<file path="src/rtl/ngs_pkg.sv">
// Package for the n-body gravity Euler step core: payload structs, register
// indexes, arithmetic unit command types and sequencer states.
// No dependencies.
package ngs_pkg;

   localparam int unsigned FIELD_W   = 48;
   localparam int unsigned CSR_W     = 32;
   localparam int unsigned CSR_IDX_W = 2;
   localparam int unsigned WIDE_W    = 128;
   localparam int unsigned ITER_W    = 8;
   localparam int unsigned CNT_W     = 7;
   localparam int unsigned ABS_W     = 49;   // magnitude of a 49-bit difference
   localparam int unsigned R2_W      = 98;   // sum of two squared differences
   localparam int unsigned ROOT_W    = 50;
   localparam int unsigned GM_W      = 80;   // 32-bit constant times 48-bit mass
   localparam int unsigned SUM_W     = 64;

   localparam logic [CSR_IDX_W-1:0] CSR_GRAV_CONST    = 2'd0;
   localparam logic [CSR_IDX_W-1:0] CSR_TIME_STEP     = 2'd1;
   localparam logic [CSR_IDX_W-1:0] CSR_DIST_THRESHOLD = 2'd2;

   localparam logic [CSR_W-1:0] GRAV_CONST_RESET = 32'd1230397829;
   localparam logic [CSR_W-1:0] TIME_STEP_RESET  = 32'd65536;
   localparam logic [CSR_W-1:0] DIST_THR_RESET   = 32'd983040;

   localparam logic [ITER_W-1:0] ITER_ABS  = 8'd49;
   localparam logic [ITER_W-1:0] ITER_CSR  = 8'd32;
   localparam logic [ITER_W-1:0] ITER_SQRT = 8'd50;
   localparam logic [ITER_W-1:0] ITER_DIV  = 8'd128;

   localparam logic [SUM_W-1:0] SUM_MAX   = 64'h7FFF_FFFF_FFFF_FFFF;
   localparam logic [SUM_W-1:0] SUM_MIN   = 64'h8000_0000_0000_0000;
   localparam logic [SUM_W-1:0] STEP_CAP  = 64'h4000_0000_0000_0000;
   localparam logic [FIELD_W-1:0] FIELD_MAX = 48'h7FFF_FFFF_FFFF;
   localparam logic [FIELD_W-1:0] FIELD_MIN = 48'h8000_0000_0000;

   localparam logic OP_LOAD   = 1'b0;
   localparam logic OP_SOURCE = 1'b1;

   typedef struct packed {
      logic                      op;
      logic signed [FIELD_W-1:0] pos_x;
      logic signed [FIELD_W-1:0] pos_y;
      logic signed [FIELD_W-1:0] vel_x;
      logic signed [FIELD_W-1:0] vel_y;
      logic        [FIELD_W-1:0] mass;
      logic                      last;
   } ngs_req_type;

   typedef struct packed {
      logic signed [FIELD_W-1:0] new_pos_x;
      logic signed [FIELD_W-1:0] new_pos_y;
      logic signed [FIELD_W-1:0] new_vel_x;
      logic signed [FIELD_W-1:0] new_vel_y;
   } ngs_rsp_type;

   typedef enum logic [1:0] {
      ALU_MUL,
      ALU_DIV,
      ALU_SQRT
   } ngs_alu_op_type;

   typedef struct packed {
      logic              start;
      ngs_alu_op_type    op;
      logic [WIDE_W-1:0] a;
      logic [WIDE_W-1:0] b;
      logic [ITER_W-1:0] iter;
   } ngs_alu_cmd_type;

   typedef struct packed {
      logic              done;
      logic [WIDE_W-1:0] result;
   } ngs_alu_rsp_type;

   typedef enum logic [3:0] {
      ST_IDLE,
      ST_SQX,
      ST_SQY,
      ST_THR,
      ST_CHK,
      ST_SQRT,
      ST_GM,
      ST_NUM,
      ST_Q1,
      ST_A,
      ST_ACC,
      ST_FIN,
      ST_DV,
      ST_DP,
      ST_OUT
   } ngs_state_type;

endpackage

</file>
<file path="src/rtl/ngs_alu.sv">
// Shared iterative arithmetic unit: shift-add multiply, restoring divide and
// digit-by-digit square root, one bit (or bit pair) per cycle on one adder.
// Depends on ngs_pkg.
module ngs_alu import ngs_pkg::*; (
   input  logic            clock,
   input  logic            reset,
   input  ngs_alu_cmd_type cmd,
   output ngs_alu_rsp_type rsp
);

   logic                 busy_ff, busy_in;
   logic                 done_ff, done_in;
   ngs_alu_op_type       op_ff, op_in;
   logic [CNT_W-1:0]     cnt_ff, cnt_in;
   logic [WIDE_W:0]      acc_ff, acc_in;
   logic [WIDE_W-1:0]    opa_ff, opa_in;
   logic [WIDE_W-1:0]    opb_ff, opb_in;

   logic [WIDE_W+1:0]    add_x, add_y, add_sum;
   logic                 add_sub;
   logic [WIDE_W:0]      rem_shift;
   logic                 fits;

   // one adder serves all three operations
   assign add_sum = add_x + (add_sub ? ~add_y : add_y) + {{(WIDE_W+1){1'b0}}, add_sub};
   assign fits    = ~add_sum[WIDE_W+1];

   always_comb begin
      add_x     = '0;
      add_y     = '0;
      add_sub   = 1'b0;
      rem_shift = '0;
      unique case (op_ff)
         ALU_MUL: begin
            add_x = {1'b0, acc_ff};
            add_y = {2'b00, opa_ff};
         end
         ALU_DIV: begin
            rem_shift = {acc_ff[WIDE_W-1:0], opa_ff[WIDE_W-1]};
            add_x     = {1'b0, rem_shift};
            add_y     = {2'b00, opb_ff};
            add_sub   = 1'b1;
         end
         ALU_SQRT: begin
            rem_shift = {acc_ff[WIDE_W-2:0], opa_ff[WIDE_W-1:WIDE_W-2]};
            add_x     = {1'b0, rem_shift};
            add_y     = {1'b0, opb_ff[WIDE_W-2:0], 2'b01};
            add_sub   = 1'b1;
         end
         default: begin
         end
      endcase
   end

   always_comb begin
      busy_in = busy_ff;
      done_in = 1'b0;
      op_in   = op_ff;
      cnt_in  = cnt_ff;
      acc_in  = acc_ff;
      opa_in  = opa_ff;
      opb_in  = opb_ff;
      if (cmd.start) begin
         busy_in = 1'b1;
         op_in   = cmd.op;
         cnt_in  = CNT_W'(cmd.iter - 8'd1);
         acc_in  = '0;
         opa_in  = cmd.a;
         opb_in  = cmd.b;
      end else if (busy_ff) begin
         cnt_in = cnt_ff - 1'b1;
         if (cnt_ff == '0) begin
            busy_in = 1'b0;
            done_in = 1'b1;
         end
         unique case (op_ff)
            ALU_MUL: begin
               if (opb_ff[0]) begin
                  acc_in = add_sum[WIDE_W:0];
               end
               opa_in = {opa_ff[WIDE_W-2:0], 1'b0};
               opb_in = {1'b0, opb_ff[WIDE_W-1:1]};
            end
            ALU_DIV: begin
               acc_in = fits ? add_sum[WIDE_W:0] : rem_shift;
               opa_in = {opa_ff[WIDE_W-2:0], fits};
            end
            ALU_SQRT: begin
               acc_in = fits ? add_sum[WIDE_W:0] : rem_shift;
               opa_in = {opa_ff[WIDE_W-3:0], 2'b00};
               opb_in = {opb_ff[WIDE_W-2:0], fits};
            end
            default: begin
            end
         endcase
      end
   end

   always_ff @(posedge clock) begin
      if (reset) begin
         busy_ff <= 1'b0;
         done_ff <= 1'b0;
      end else begin
         busy_ff <= busy_in;
         done_ff <= done_in;
      end
   end

   always_ff @(posedge clock) begin
      op_ff  <= op_in;
      cnt_ff <= cnt_in;
      acc_ff <= acc_in;
      opa_ff <= opa_in;
      opb_ff <= opb_in;
   end

   always_comb begin
      rsp.done = done_ff;
      unique case (op_ff)
         ALU_MUL:  rsp.result = acc_ff[WIDE_W-1:0];
         ALU_DIV:  rsp.result = opa_ff;
         ALU_SQRT: rsp.result = opb_ff;
         default:  rsp.result = acc_ff[WIDE_W-1:0];
      endcase
   end

   a_start_idle: assert property (@(posedge clock) disable iff (reset)
      cmd.start |-> !busy_ff) else $error("alu started while busy");
   a_done_pulse: assert property (@(posedge clock) disable iff (reset)
      done_ff |=> !done_ff) else $error("alu done held");
   a_finish: assert property (@(posedge clock) disable iff (reset)
      (busy_ff && !cmd.start && cnt_ff == '0) |=> done_ff)
      else $error("alu missed its last step");

endmodule

</file>
<file path="config.mk">
export PLATFORM = sky130hd
export DESIGN_NAME = ngs_alu
export DESIGN_NICKNAME = d
export VERILOG_FILES = /design/src/rtl/ngs_pkg.sv /design/src/rtl/ngs_alu.sv
export SDC_FILE = /design/constraint.sdc
export NUM_CORES = 2
export LEC_CHECK = 0
export ABC_AREA = 0
export BUFFER_PORTS_ARGS = -buffer_cell sky130_fd_sc_hd__buf_2
export CELL_PAD_IN_SITES_DETAIL_PLACEMENT = 1
export CELL_PAD_IN_SITES_GLOBAL_PLACEMENT = 1
export CORE_MARGIN = 3
export CORE_UTILIZATION = 41
export CTS_CLUSTER_DIAMETER = 100
export CTS_CLUSTER_SIZE = 10
export DETAILED_ROUTE_END_ITERATION = 6
export GPL_ROUTABILITY_DRIVEN = 0
export GPL_TIMING_DRIVEN = 1
export PLACE_DENSITY_LB_ADDON = 0.25
export SYNTH_ARGS = -nofsm -noshare
export SYNTH_HDL_FRONTEND = slang
export SYNTH_SLANG_ARGS = --single-unit
</file>
<file path="constraint.sdc">
create_clock -name clock -period 5.44 [get_ports clock]
set_clock_uncertainty 0.1 [all_clocks]
set_input_delay 0.272 -clock clock [delete_from_list [all_inputs] [get_ports clock]]
set_output_delay 0.272 -clock clock [all_outputs]
set_load 0.02 [all_outputs]
</file>
# Yosys cells after proc, flatten, opt, wreduce, memory -nomap -nowiden
# Index checks and enable logic that the tools add are counted.
# word_totals
regBits,396
in_bits,269
out_inout_bits,129
wordCells,49
# op_classes
addsub,4
eq_ne,3
mux,21
n_bitwise,3
reduce_logical,11
# op_table
op,count
one-hot mux 129 bit (3 select lines),2
two-way mux 128 bit,4
one-hot mux 128 bit (2 select lines),2
two-way mux 129 bit,3
one-hot mux 128 bit (3 select lines),1
one-hot mux 129 bit (2 select lines),1
adder 130 x 1 -> 130 bit,1
adder 130 bit,1
two-way mux 130 bit,1
inverter 130 bit,1
two-way mux 7 bit,2
"subtractor 7 x 1 -> 7 bit, second input constant",2
logical NOT 7 bit,1
two-way mux 1 bit,5
AND reduction 2 bit,2
nonzero test 2 bit,2
nonzero test 4 bit,1
AND reduction 3 bit,1
nonzero test 3 bit,1
OR reduction 3 bit,1
"== test 2 x 1 -> 1 bit, second input constant",1
"== test 2 bit, second input constant",1
logical NOT 2 bit,1
"!= test 2 bit, second input constant",1
other kinds (2),3

# Logic depth before layout (Yosys ltp)
# depth
depth_word,10
depth_mapped,25
ltp_nobuf,18

# Worst setup path after synthesis
# Ideal clock, no wire load.
# synth_timing
path_kind,register to register
startpoint,register op_ff[0]
endpoint,register opb_ff[0] (enable)
t_arrival_ns,4.911
required_ns,4.848
slack_ns,-0.062
stages_incl_launch_ff,10
path_buffers,5
path_cell_list,edfxtp_1 -> inv_1 -> ha_1 -> clkbuf_1 -> clkbuf_1 -> clkbuf_1 -> clkbuf_1 -> clkbuf_1 -> o21ai_0 -> nand2_1
# synth_between
elab_chain_cells,3
elab_cells_between_ends,4
cone_classes,1 x eq/ne; 3 x reduce/logical
# synth_lines
element,line,source
from (decl),ngs_alu.sv:13,"ngs_alu_op_type op_ff, op_in;"
from (signal assigned),ngs_alu.sv:110,op_ff <= op_in;
== test 2 bit or logical NOT 2 bit (tied branches),ngs_alu.sv:76,unique case (op_ff)
nonzero test 3 bit (no source line) (*),--,
AND reduction 2 bit (no source line) (*),--,
to (signal assigned),ngs_alu.sv:114,opb_ff <= opb_in;
to (decl),ngs_alu.sv:17,"logic [WIDE_W-1:0] opb_ff, opb_in;"
# Every way passes the cells marked *; elsewhere a longest branch is shown, timed or not.
# A chain may end at the register's enable or synchronous reset.

# Worst setup path after layout
# layout_timing
startpoint,register op_ff[1]
endpoint,register acc_ff[26]
# layout_between
elab_chain_cells,8
elab_cells_between_ends,18
cone_classes,2 x add/sub; 3 x eq/ne; 8 x mux; 1 x bitwise; 4 x reduce/logical
# layout_lines
element,line,source
== test 2 bit (tied with other cells),"ngs_alu.sv:33, ngs_alu.sv:76",
one-hot mux 129 bit (3 select lines) or OR reduction 2 bit (tied branches),--,
inverter 130 bit or two-way mux 1 bit (tied branches),"ngs_alu.sv:25, ngs_alu.sv:33",
two-way mux 130 bit,ngs_alu.sv:25,"assign add_sum = add_x + (add_sub ? ~add_y : add_y) + {{(WIDE_W+1){1'b0}}, add_sub};"
adder 130 bit,ngs_alu.sv:25,
adder 130 x 1 -> 130 bit,ngs_alu.sv:25,
two-way mux 129 bit (on tied branches),"ngs_alu.sv:85, ngs_alu.sv:89, ngs_alu.sv:78",
one-hot mux 129 bit (2 select lines),ngs_alu.sv:76,
to (signal assigned),ngs_alu.sv:112,acc_ff <= acc_in;
to (decl),ngs_alu.sv:15,"logic [WIDE_W:0] acc_ff, acc_in;"
# Parallel ways exist; a longest one is shown, timed or not. The select of a mux whose other input is x is not followed.

==> reports/qor.txt <==
Status: finished with violations
Failing checks: DRC
MaxCap Viol Count: 0
IO Pins: 398
Grt ovf: 0
Post-DP Area: 40,600 um^2
Multi-input gate area: 24,000 um^2
Initial drt markers: 6,890
Die width: 303 um
Layout area overhead: 24.8%
Pre-CTS setup slack: -0.0313 ns
Final setup violation count: 0
Worst reg2reg endpoint: acc_ff[26]$_SDFFE_PP0P_
Clock root buffer master: clkbuf_16
Die Y: 303 um
Post-synth EDFFs: 265
Pin count of the biggest net entering global routing: 240
Pwr Density: 311 nW/um^2
Post-DRT Antenna Nets: 0
Synth Register Bits: 396
Distinct cells, synth: 89
Slew margin rel.: 19.0%
Vias in the first global route: 40.8k
WHS Path Cells: 3
Worst EP required: 5.83 ns
Final Max Slew Viols: 0
GR Layer Usage met2: 52.6%
Longest Clk Path Bufs: 3
Initial antenna violation count: 15
CTS Buf Count: 46
CP Data Arrival Time: 5.78 ns
Main synth FF type: edfxtp_1
Syn Nets: 5,021
Critical path startpoint category: flip-flop
Start of the worst register-to-register path: op_ff[1]$_DFFE_PP_
YS warnings: 0
# DRC: 82
Fillcell total: 10.6k
Share of layout cells above drive strength 1: 16.1%
CP Class: reg2reg
First-pass GRT wire length: 262,000 um
CTS H-tree depth: 2
Num rows: 108
Drt total wl: 180,000 um
Busiest grt layer: met1
Vias per cell: 6.65
Port bufs: 396
Worst-margin pin slew: 1.22 ns
Clk slew on worst S/H paths: 0.07 ns
Hpwl dp: 126,000 um
GR Util All Layers: 37.1%
Final Hold Vio Count: 0
Most common cell after layout, fill and taps aside: nor2_1
Met3 usage: 10.4%
Synth Cell Area: 36,100 um^2
Die Area: 91,700 um^2
Seq. cell area: 10,600 um^2
Avg Inst Size Synth: 7.83 um^2
Fmax: 185 MHz
Worst-Skew Late Latency: 0.63 ns
Post-Synthesis Cells: 4,618
Finished Cell Area: 45,100 um^2
Period minus WS final: 5.40 ns
Critical Path End Type: flip-flop
R2R setup slack: 0.04 ns
Total power: 14.0 mW
Core Footprint: 87,000 um^2
Final Cycle Share: 99.2%
Met1 Use GR: 54.0%
CP startpoint: op_ff[1]$_DFFE_PP_
Setup ws final: 0.0422 ns
Most frequent cells in the layout: nor2_1 (600), o21ai_0 (499), a21oi_1 (479)
TritonRoute pass-1 iters: 7
Starting Density: 41.5%
Peak VDD IR: 0.266 mV
Worst Setup EP: acc_ff[26]$_SDFFE_PP0P_
Fin nets: 5,618
CTS tree: built
Worst min path class: in2reg
CP Max Fanout: 23
Worst R2R Path Depth: 22
DR WL/cell: 28.1 um
Ys async rst share: 0%
Post-synthesis sequential area ratio: 29.3%
Clock tree sinks: 396
Routed vias: 42.6k
Leak Pwr: 18.1 nW
==> layout make-up <==
cell class	count	area share, %
multi-input combinational	3749	53.2
sequential	396	23.5
timing repair buffer	967	16.6
tap	1155	3.20
clock buffer	80	2.88
inverter	55	0.458
clock inverter	4	0.141
antenna	8	0.0444
==> synthesized netlist by cell type, types with 5 or more instances <==
library cell  number  share of area (%)
o21ai_0          503                7.0
and3_1             9               0.16
a21boi_0          12               0.25
nand4_1           59                1.0
a21o_1            32               0.66
nor3_1            47               0.65
nand3_1           41               0.57
xnor2_1           78                1.9
o21ai_1           15               0.21
o21a_1            14               0.29
nand2b_1          15               0.26
o211ai_1           7               0.15
nand2_1          472                4.9
o221ai_1          11               0.27
a221oi_1           7               0.17
a222oi_1         254                7.0
clkbuf_1         343                3.6
o31ai_1           15               0.31
and2_1            14               0.24
ha_1             133                4.6
buf_1             44               0.46
a31oi_1           16               0.28
a211oi_1          28               0.58
dfxtp_1          131                7.3
buf_2             28               0.39
and4_1            13               0.32
a22oi_1          265                5.5
nor2_1           604                6.3
nand3b_1           5               0.10
a221o_1            7               0.19
o21bai_1          42               0.87
nor4_1             8               0.14
edfxtp_1         265                 22
mux2i_1          257                7.1
a21oi_1          484                6.7
or3_1             13               0.23
nor2b_1           11               0.19
inv_1             55               0.57
mux2_2            12               0.37
xor2_1           170                4.1
==> routing by layer <==
layer  up-vias  share of wire [%]
li1      18700                  -
met1     20800                 42
met2      2725                 41
met3       396                 13
met4        10                3.9
met5         -              0.033
==> how the worst min path moves through the flow <==
stage / from / to
3_5_place_dp: reset / done_ff$_SDFF_PP0_
3_3_place_gp: reset / done_ff$_SDFF_PP0_
2_1_floorplan: reset / done_ff$_SDFF_PP0_
6_report: cmd[13] / opb_ff[5]$_DFFE_PP_
5_1_grt: cmd[13] / opb_ff[5]$_DFFE_PP_
4_1_cts: cmd[13] / opb_ff[5]$_DFFE_PP_
==> state kept, by name, indices dropped and copies added (netlist names) <==
name / flops
acc_ff: 129
opa_ff: 128
op_ff: 2
busy_ff: 1
done_ff: 1
cnt_ff: 7
opb_ff: 128
==> metrics by stage <==
step | TNS, ns | std cells | hold slack, ns | util (%)
after global routing | -0.0620 | 6414 | 0.0338 | 51.8
after global placement | -0.0398 | 6033 | 0.355 | 46.7
after floorplan | 0 | 4618 | 0.248 | -
after detailed placement | -0.0598 | 6033 | 0.351 | 46.7
final | 0 | 6414 | 0.0405 | 51.8
after CTS | 0 | 6381 | 0.00110 | 51.3
==> repair_timing <==
action / 4_1_cts / 5_1_grt
pin swaps: 2 / 16
endpoints found under the hold margin: 267 / 0
setup buffers: 2 / 20
hold buffers: 262 / 0
setup endpoints to repair: 13 / 128
cloned: 0 / 5
gates resized for setup: 2 / 45
==> power breakdown <==
part           leakage [nW]  total (mW)  internal, mW  switching, mW
Sequential             3.76        4.23          3.62          0.606
Combinational          13.7        6.71          2.37           4.34
Clock                 0.648        3.11          1.63           1.48
Total                  18.1        14.0          7.62           6.43
==> critical path: stages, from the launching register on <==
cell,delay [ns]
edfxtp_1,0.40
buf_4,0.17
ha_4,0.20
buf_12,0.18
buf_4,0.18
a222oi_1,0.65
buf_4,0.25
nor2_1,0.05
xor2_1,0.16
ha_1,0.34
a21oi_2,0.18
o21ai_1,0.14
a21o_1,0.21
a221o_1,0.35
o211ai_1,0.29
o22a_2,0.25
o2111ai_4,0.17
and2_4,0.21
buf_8,0.16
buf_12,0.13
clkbuf_16,0.17
a211oi_1,0.21
nor2_1,0.08
==> kinds of logic (layout without fill, tap and decap cells) <==
group	count (synthesis)	in the layout	share of synthesized area, %
DFF	396	396	29.3
AOI/OAI and AO/OA	1757	1757	31.7
muxes	270	270	7.52
buffers and inverters	475	1106	5.11
xor gates and xnor gates	248	248	6.01
and+or+nand+nor	1338	1340	15.7
adders and majority gates	134	134	4.66
other	0	8	0
No activity file was read; power rests on OpenSTA's default activity.
